$ cat src/rtl/core/lbd_pkg.sv
// Package for the Lucas digit-domination block: word width, payload structs,
// sequencer states and divider-lane control. Depends on nothing.
package lbd_pkg;

  localparam int WORD_BITS = 64;
  localparam int CTR_BITS  = $clog2(WORD_BITS);

  typedef struct packed {
    logic [63:0] radix;
    logic [63:0] upper_value;
    logic [63:0] lower_value;
  } lbd_req_t;

  typedef struct packed {
    logic digit_exceeds;
    logic digits_dominated;
  } lbd_rsp_t;

  typedef enum logic [1:0] {
    ST_IDLE,
    ST_CHECK,
    ST_DIV,
    ST_DONE
  } lbd_state_t;

  typedef struct packed {
    logic load;
    logic clear;
    logic step;
  } lbd_lane_ctl_t;

endpackage

$ cat src/rtl/core/lucas_binomial_divisibility_top.sv
// Channel | dir | payload   | transfer when
// req     | in  | lbd_req_t | req_valid && req_ready
// rsp     | out | lbd_rsp_t | rsp_valid && rsp_ready
//
// One request at a time. For each base-p digit the two bit-serial divider
// lanes (upper and lower) run one quotient bit per cycle, then ST_CHECK
// compares remainders and tests for zero. rst is synchronous and clears the
// sequencer and rsp_valid. A result waiting in the output register still lets
// one more request in; that request holds in ST_DONE until the waiting result
// transfers.
module lucas_binomial_divisibility_top import lbd_pkg::*; (
  input  logic     clk,
  input  logic     rst,
  input  logic     req_valid,
  output logic     req_ready,
  input  lbd_req_t req_data,
  output logic     rsp_valid,
  input  logic     rsp_ready,
  output lbd_rsp_t rsp_data
);

  lbd_state_t           state, state_next;
  logic [CTR_BITS-1:0]  ctr, ctr_next;
  logic [WORD_BITS-1:0] p;
  logic                 hit, hit_next;
  logic                 rsp_load;
  lbd_lane_ctl_t        lane_ctl;
  logic [WORD_BITS-1:0] m_quo, m_rem, t_quo, t_rem;
  logic                 req_xfer;
  logic                 p_small, vals_zero, rem_exceeds, last_bit;

  assign req_xfer    = req_valid && req_ready;
  assign p_small     = (p[WORD_BITS-1:1] == '0);
  assign vals_zero   = (m_quo == '0) && (t_quo == '0);
  assign rem_exceeds = (t_rem > m_rem);
  assign last_bit    = (ctr == CTR_BITS'(WORD_BITS - 1));

  lbd_div_lane u_lane_m (
    .clk      (clk),
    .ctl      (lane_ctl),
    .load_val (req_data.upper_value[WORD_BITS-1:0]),
    .divisor  (p),
    .quo      (m_quo),
    .rem      (m_rem)
  );

  lbd_div_lane u_lane_t (
    .clk      (clk),
    .ctl      (lane_ctl),
    .load_val (req_data.lower_value[WORD_BITS-1:0]),
    .divisor  (p),
    .quo      (t_quo),
    .rem      (t_rem)
  );

  // next state
  always_comb begin
    state_next = state;
    case (state)
      ST_IDLE: begin
        if (req_xfer) state_next = ST_CHECK;
      end
      ST_CHECK: begin
        if (rem_exceeds || p_small || vals_zero) state_next = ST_DONE;
        else state_next = ST_DIV;
      end
      ST_DIV: begin
        if (last_bit) state_next = ST_CHECK;
      end
      ST_DONE: begin
        if (!rsp_valid || rsp_ready) state_next = ST_IDLE;
      end
      default: state_next = ST_IDLE;
    endcase
  end

  // outputs and datapath control
  always_comb begin
    req_ready      = 1'b0;
    lane_ctl       = '0;
    ctr_next       = ctr;
    hit_next       = hit;
    rsp_load       = 1'b0;
    case (state)
      ST_IDLE: begin
        req_ready     = 1'b1;
        lane_ctl.load = req_xfer;
        hit_next      = 1'b0;
      end
      ST_CHECK: begin
        // remainders are zero on the first pass, so only a real digit can hit
        if (rem_exceeds) begin
          hit_next = 1'b1;
        end else if (p_small) begin
          hit_next = (t_quo > m_quo);
        end else if (!vals_zero) begin
          lane_ctl.clear = 1'b1;
          ctr_next       = '0;
        end
      end
      ST_DIV: begin
        lane_ctl.step = 1'b1;
        ctr_next      = ctr + CTR_BITS'(1);
      end
      ST_DONE: begin
        rsp_load = !rsp_valid || rsp_ready;
      end
      default: begin
        req_ready = 1'b0;
      end
    endcase
  end

  always_ff @(posedge clk) begin
    if (rst) begin
      state     <= ST_IDLE;
      rsp_valid <= 1'b0;
    end else begin
      state <= state_next;
      if (rsp_load) rsp_valid <= 1'b1;
      else if (rsp_ready) rsp_valid <= 1'b0;
    end
  end

  always_ff @(posedge clk) begin
    ctr <= ctr_next;
    hit <= hit_next;
    if (req_xfer) p <= req_data.radix[WORD_BITS-1:0];
    if (rsp_load) begin
      rsp_data.digit_exceeds    <= hit;
      rsp_data.digits_dominated <= !hit;
    end
  end

endmodule

$ cat src/rtl/core/lbd_div_lane.sv
// Bit-serial restoring divider lane: one quotient bit per cycle while ctl.step is set.
// Depends on lbd_pkg for WORD_BITS and the lane control struct.
module lbd_div_lane import lbd_pkg::*; (
  input  logic                 clk,
  input  lbd_lane_ctl_t        ctl,
  input  logic [WORD_BITS-1:0] load_val,
  input  logic [WORD_BITS-1:0] divisor,
  output logic [WORD_BITS-1:0] quo,
  output logic [WORD_BITS-1:0] rem
);

  logic [WORD_BITS:0] partial;
  logic [WORD_BITS:0] diff;
  logic               fits;

  always_comb begin
    partial = {rem, quo[WORD_BITS-1]};
    diff    = partial - {1'b0, divisor};
    fits    = (partial >= {1'b0, divisor});
  end

  // quo holds the dividend and collects quotient bits from the bottom
  always_ff @(posedge clk) begin
    if (ctl.load) begin
      quo <= load_val;
      rem <= '0;
    end else if (ctl.clear) begin
      rem <= '0;
    end else if (ctl.step) begin
      rem <= fits ? diff[WORD_BITS-1:0] : partial[WORD_BITS-1:0];
      quo <= {quo[WORD_BITS-2:0], fits};
    end
  end

endmodule

$ cat config.mk
export PLATFORM = sky130hd
export DESIGN_NAME = lucas_binomial_divisibility_top
export DESIGN_NICKNAME = d
export VERILOG_FILES = /design/src/rtl/core/lbd_pkg.sv /design/src/rtl/core/lucas_binomial_divisibility_top.sv /design/src/rtl/core/lbd_div_lane.sv
export SDC_FILE = /design/constraint.sdc
export NUM_CORES = 1
export LEC_CHECK = 0
export BUFFER_PORTS_ARGS = -buffer_cell sky130_fd_sc_hd__clkbuf_2
export CAP_MARGIN = 5
export CORE_UTILIZATION = 40
export CTS_CLUSTER_SIZE = 25
export DETAILED_ROUTE_END_ITERATION = 8
export SLEW_MARGIN = 20
export SYNTH_ARGS = -nofsm -noshare
export SYNTH_HDL_FRONTEND = slang
export SYNTH_SLANG_ARGS = --single-unit
$ cat constraint.sdc
create_clock -name clk -period 16.05 [get_ports clk]
set_input_delay 3.21 -clock clk [delete_from_list [all_inputs] [get_ports clk]]
set_output_delay 3.21 -clock clk [all_outputs]
set_load 0.02 [all_outputs]
==> results of run 1 <==
## state kept, by name, indices dropped and copies added, names as in the netlist, 2 cells and up
name          cells
u_lane_t.quo     64
state             2
u_lane_t.rem     64
ctr               6
p                64
rsp_data          2
u_lane_m.quo     64
u_lane_m.rem     64
## cell type report
class,count,area [um^2],share of cell area
sequential,332,8660,0.310
antenna,2,5.00,0.000179
timing repair buffer,214,1140,0.0408
tap,837,1050,0.0375
clock inverter,17,196,0.00703
multi-input combinational,2169,14800,0.530
clock buffer,62,1240,0.0444
inverter,229,860,0.0308
## power breakdown
group          internal, W  leakage, nW  switching (W)
logic              0.00128         7.74        0.00219
registers          0.00134         3.01       0.000300
clock network     0.000576        0.696       0.000405
total              0.00320         11.5        0.00290
## placed cells by master (no fill, tap or decap), drive strengths merged, types with 7 or more instances in the layout
master   synthesis  layout
ha             257     257
and3            16      16
a31oi           17      17
o31a             8       8
clkbuf         111     261
and2            10      10
a211oi         101     101
o211ai          20      20
a21oi          281     281
nand4           78      78
edfxtp         201     201
xnor2           71      71
buf             28      15
o2bb2ai          7       7
mux2i           46      46
clkinv           0      10
o21bai          30      30
o21ai          204     204
xor2            43      43
or3             15      15
a221o            9       9
o21a            25      25
inv            229     232
nand2          260     260
a211o            9       9
a21o            74      74
nand2b          19      19
nor4            66      66
and4             8       8
nand3           29      29
nor2           236     236
nor2b           18      18
o31ai            8       8
mux2            65      65
dfxtp          131     131
a2111oi          7       7
a221oi           8       8
nor3            46      46
## metrics by stage
step | utilization | worst slack (ps) | total power [W]
floorplan | - | 6860 | 0.00409
finish | 0.454 | 10730 | 0.00609
detailed placement | 0.430 | 10630 | 0.00505
CTS | 0.453 | 10680 | 0.00606
global placement | 0.430 | 10690 | 0.00499
global route | 0.454 | 10430 | 0.00655
## cells by family (layout without fill, tap and decap cells)
family                     Yosys count  count (layout)
AOI/OAI and AO/OA                  866             866
and+or+nand+nor                    819             819
buffers and inverters              368             522
DFF                                332             332
adders and majority gates          259             259
xor gates and xnor gates           114             114
muxes                              111             111
other                                0               2
## routing by layer
layer | GRT usage | part of all wire | up-vias
li1 | - | - | 10800
met5 | 0 | 0.0012 | -
met4 | 0.0744 | 0.025 | 16
met1 | 0.338 | 0.44 | 10700
met3 | 0.0508 | 0.072 | 131
met2 | 0.414 | 0.46 | 777
## critical path, stage by stage (launching register included)
cell and delay, ps:
edfxtp_1 450, inv_1 110, ha_1 310, nand2b_1 90, a21oi_2 240, o2111ai_1 340
a2111oi_2 790, o2111ai_1 370, a31o_2 380, o31ai_4 160, buf_4 580, buf_4 590
and2_1 520, nand2_1 100, a21oi_1 160
## path summary, 6_finish.rpt
path,start,end,slack (ps)
hold / removal,u_lane_m.rem[1],u_lane_m.rem[1],480
setup reg to reg,p[1],u_lane_m.rem[57],10730
hold reg to reg,u_lane_m.rem[1],u_lane_m.rem[1],480
setup / recovery,p[1],u_lane_m.rem[57],10730
==> flow_summary_export.csv, run 1 <==
group,metric,value,unit
sta,clock.fmax,188,MHz
setup_path,path_class,"register to register",
logic_synthesis,ys_types,79,
routing,wirelength,81600,um
pwr,leakagePower,11.5,nW
sta,worst_pin_slew,1160,ps
logic_synthesis,syn_area,24900,um^2
logic_synthesis,synthArstFlopShare,0,
global_route,first_global_vias,21900,
global_route,grt_pass1_wl,126000,um
logic_synthesis,synthSimpleGateAreaFrac,0.155,
place,dpl.hpwl,63300,um
global_route,grt_usage,0.253,
setup_path,crit_path_end_kind,"register",
clock_network,path_clk_slew,60,ps
global_route,grt_overflow,0,
logic_synthesis,ys_warn_count,0,
pwr,powerDensity,218,nW/um^2
place,gp_congestion,0.967,
routing,first_pass_iters,5,
die,ios,200,
min_path,hold_depth,2,
setup_path,cp-start-kind,"register",
die,start_util,0.404,
logic_synthesis,synth-edff-count,201,
sta,finalHoldViolations,0,
place,dp_cells,3780,
clock_network,cts-htree-levels,2,
routing,ant_nets,0,
logic_synthesis,syn-instance-count,2869,
place,io_buffers,199,
logic_synthesis,ys_seq_elements,332,
clock_network,cts_sinks,332,
min_path,hold_path.class,"register to register",
sta,worst_hold_slack,479,ps
finish,final_area,27900,um^2
clock_network,post_cts_resize_count,0,
logic_synthesis,synthMostInstantiatedCell,"a21oi_1",
logic_synthesis,synth_compound_area_frac,0.220,
logic_synthesis,syn-num-nets,3324,
die,fp.coreArea,61600,um^2
setup_path,required,16540,ps
die,die_w,251,um
finish,fin_nets,3444,
finish,final_cells,3862,
pwr,ir_drop,0.000123,V
setup_path,worst-path-max-fanout,64,
die,die_h,251,um
logic_synthesis,synth_fa_ha_area_frac,0.131,
finish,final_layout_size_suffix_gt1_frac,0.122,
routing,via_per_inst,5.83,
sta,setup_violations,0,
finish,area_growth,12.4,%
sta,period_needed,5320,ps
logic_synthesis,synth_xor_area_frac,0.0402,
flow_run,maxCapViolations,0,
logic_synthesis,avgSynthCellArea,8.66,um^2
sta,post-route-period-util,0.331,
clock_network,clk_latency,610,ps
clock_network,clk_path_buf_depth,3,
routing,vias,22500,
clock_network,root_buffer,"clkbuf_16",
logic_synthesis,yosysTopAreaCell,"edfxtp_1",
routing,drtIter0Drc,1745,
sta,slew_headroom,0.220,
run_status,status,"complete, no violations",
global_route,grt_max_degree,244,
die,dieArea,63100,um^2
die,row_count,91,
clock_network,numCtsBuffers,43,
global_route,antenna_found_initial,8,
place,place_area,26500,um^2
setup_path,cp.arrival,5810,ps
logic_synthesis,synth_flop_cell,"edfxtp_1",
clock_network,holdBufCountCts,0,
sta,finClkSkew,47.9,ps
finish,fill_cells,6002,
routing,drc,0,
clock_network,cts_tree,"yes",
logic_synthesis,ys_seq_area_frac,0.348,
routing,wl_per_cell,21.1,um
sta,slew_violations,0,
logic_synthesis,synth_top_family_by_area,"compound AO/OA/AOI/OAI gates",
logic_synthesis,synth_area_leaders,"edfxtp_1, ha_1, dfxtp_1",
sta,finalSetupTns,0,ps
logic_synthesis,synthMuxAreaShare,0.0480,
sta,rsz0062_at_grt,"no",
logic_synthesis,synthTopCellsByCount,"a21oi_1, nand2_1, ha_1",
logic_synthesis,yosysTopAreaCellShare,0.243,
setup_path,worstRegToRegCells,14,
clock_network,postCtsSetupBuffers,0,
No activity file was read; power rests on OpenSTA's default activity.
==> run 2, diff against run 1 <==
- ABC_AREA: default -> 1
- clock period: 16.05 -> 5.6 ns (I/O delays scaled with it)
==> flow_summary_export.csv, run 2 <==
group,metric,value,unit
setup_path,worst-path-max-fanout,48,
setup_path,required,6060,ps
setup_path,worstRegToRegCells,15,
run_status,violations,"DRC",
sta,slew_headroom,0.293,
sta,setup_violations,0,
finish,final_area,33100,um^2
routing,first_pass_iters,8,
clock_network,clk_path_buf_depth,3,
pwr,ir_drop,0.000357,V
place,dpl.hpwl,89700,um
die,start_util,0.407,
logic_synthesis,avgSynthCellArea,6.39,um^2
clock_network,cts_tree,"yes",
global_route,grt_overflow,0,
setup_path,path_class,"register to register",
logic_synthesis,synth-edff-count,201,
finish,area_growth,10.9,%
logic_synthesis,synthTopCellsByCount,"nand2_1, inv_1, a21oi_1",
pwr,powerDensity,315,nW/um^2
logic_synthesis,syn_area,29800,um^2
die,die_h,275,um
min_path,hold_depth,0,
global_route,grt_max_degree,132,
die,fp.coreArea,73300,um^2
pwr,p_total,0.0104,W
sta,clock.fmax,248,MHz
clock_network,cts-htree-levels,2,
setup_path,cp-start-kind,"register",
die,dieArea,75700,um^2
min_path,hold_path.class,"register to register",
logic_synthesis,synth_flop_cell,"edfxtp_1",
place,gp_congestion,0.986,
setup_path,cp.arrival,4490,ps
run_status,status,"complete, but fails checks",
die,ios,200,
sta,finalHoldViolations,0,
global_route,grt_pass1_wl,166000,um
logic_synthesis,yosysTopAreaCellShare,0.222,
clock_network,clk_latency,590,ps
logic_synthesis,ys_types,39,
clock_network,cts_sinks,332,
routing,wirelength,110000,um
logic_synthesis,ys_warn_count,0,
clock_network,root_buffer,"clkbuf_16",
clock_network,holdBufCountCts,0,
global_route,antenna_found_initial,3,
clock_network,postCtsSetupBuffers,0,
finish,final_common_cell,"nand2_1",
die,row_count,99,
sta,worst_pin_slew,1060,ps
routing,drc,6,
routing,drtIter0Drc,2783,
logic_synthesis,ys_seq_area_frac,0.290,
flow_run,maxCapViolations,0,
logic_synthesis,synthArstFlopShare,0,
routing,ant_nets,0,
logic_synthesis,synthMostInstantiatedCell,"nand2_1",
pwr,leakagePower,17.4,nW
place,place_area,31700,um^2
setup_path,crit_path_end_kind,"register",
place,io_buffers,199,
global_route,first_global_vias,28300,
sta,rsz0062_at_grt,"no",
logic_synthesis,ys_seq_elements,332,
global_route,grt_usage,0.288,
sta,post-route-period-util,0.720,
clock_network,path_clk_slew,60,ps
sta,finalSetupTns,0,ps
routing,wl_per_cell,19.0,um
logic_synthesis,yosysTopAreaCell,"nand2_1",
clock_network,numCtsBuffers,42,
routing,vias,30200,
logic_synthesis,synth_area_leaders,"nand2_1, edfxtp_1, ha_1",
die,die_w,275,um
logic_synthesis,syn-num-nets,5127,
sta,slew_violations,0,
finish,layout_common_cells,"nand2_1, inv_1, a21oi_1, ha_1, nor2_1",
sta,finClkSkew,18.9,ps
sta,period_needed,4030,ps
clock_network,post_cts_resize_count,0,
routing,via_per_inst,5.19,
finish,fin_nets,5279,
finish,final_layout_size_suffix_gt1_frac,0.0780,
logic_synthesis,syn-instance-count,4672,
run 2: changes by cell type in the layout (fill, tap and decap cells not counted), sizes merged, moves of 24 or more:
| cell | change |
|---|---|
| mux2 | -65 |
| nand3b | +110 |
| inv | +622 |
| mux2i | -46 |
| nand2 | +1518 |
| nand4 | -24 |
| o21ai | -52 |
| o21bai | -25 |
| xor2 | -39 |
| a21o | -73 |
| a211oi | -101 |
| nand3 | +248 |
run 2: cell families after synthesis:
kind of cell,count (synthesis),synth area share
compound gates,473,0.0809
xor+xnor,63,0.0185
fa+ha+maj,259,0.109
buf+inv,963,0.128
flops,332,0.290
simple gates,2582,0.373
run 2: through the flow:
| step | std cells | util | worst slack (ps) | hold slack [ps] |
|---|---|---|---|---|
| 2_1_floorplan | 4672 | - | 821 | 426 |
| 3_3_place_gp | 5739 | 0.432 | 1670 | 453 |
| 3_5_place_dp | 5739 | 0.432 | 1690 | 452 |
| 4_1_cts | 5817 | 0.451 | 1650 | 469 |
| 5_1_grt | 5818 | 0.451 | 1440 | 480 |
| 6_report | 5818 | 0.451 | 1570 | 478 |
run 2: worst max-delay path: stages (launching register included):
cell,delay (ps)
edfxtp_1,320
inv_1,140
ha_1,460
nand2_1,150
inv_1,110
nand2_1,90
nor3_1,500
nand4_1,280
nand3_1,190
nor2_4,40
buf_4,220
nand2_2,750
buf_4,380
nand2_1,80
nand3_1,80
a21oi_1,80
run 2: path summary, 6_finish.rpt:
kind	slack, ps	start	endpoint
worst min register to register	480	hit	rsp_data[1]
worst min-delay path	480	hit	rsp_data[1]
worst max register to register	1570	p[53]	u_lane_m.rem[14]
worst max-delay path	1570	p[53]	u_lane_m.rem[14]
run 2: report_power, final:
part	internal [W]	total (W)	switching, W	leakage (nW)
combinational	0.00110	0.00377	0.00267	13.7
clock	0.00171	0.00288	0.00116	0.702
sequential	0.00345	0.00378	0.000329	3.00
run 2: cell type report:
type                            count  area, um^2
Clock buffer                       64        1230
Sequential cell                   332        8660
Clock inverter                     14         195
Multi-Input combinational cell   3377       17400
Fill cell                        7902       40200
Antenna cell                        1        2.50
Tap cell                          959        1200
Inverter                          852        3210
Timing Repair Buffer              219        1180
run 2: metal layers:
metal	vias to the layer above	part of all wire	track usage	routed length (um)
li1	15100	-	-	-
met1	13800	0.46	0.405	50300
met2	1134	0.43	0.441	47000
met3	185	0.078	0.0419	8630
met4	4	0.039	0.116	4280
met5	-	0.00023	0	25
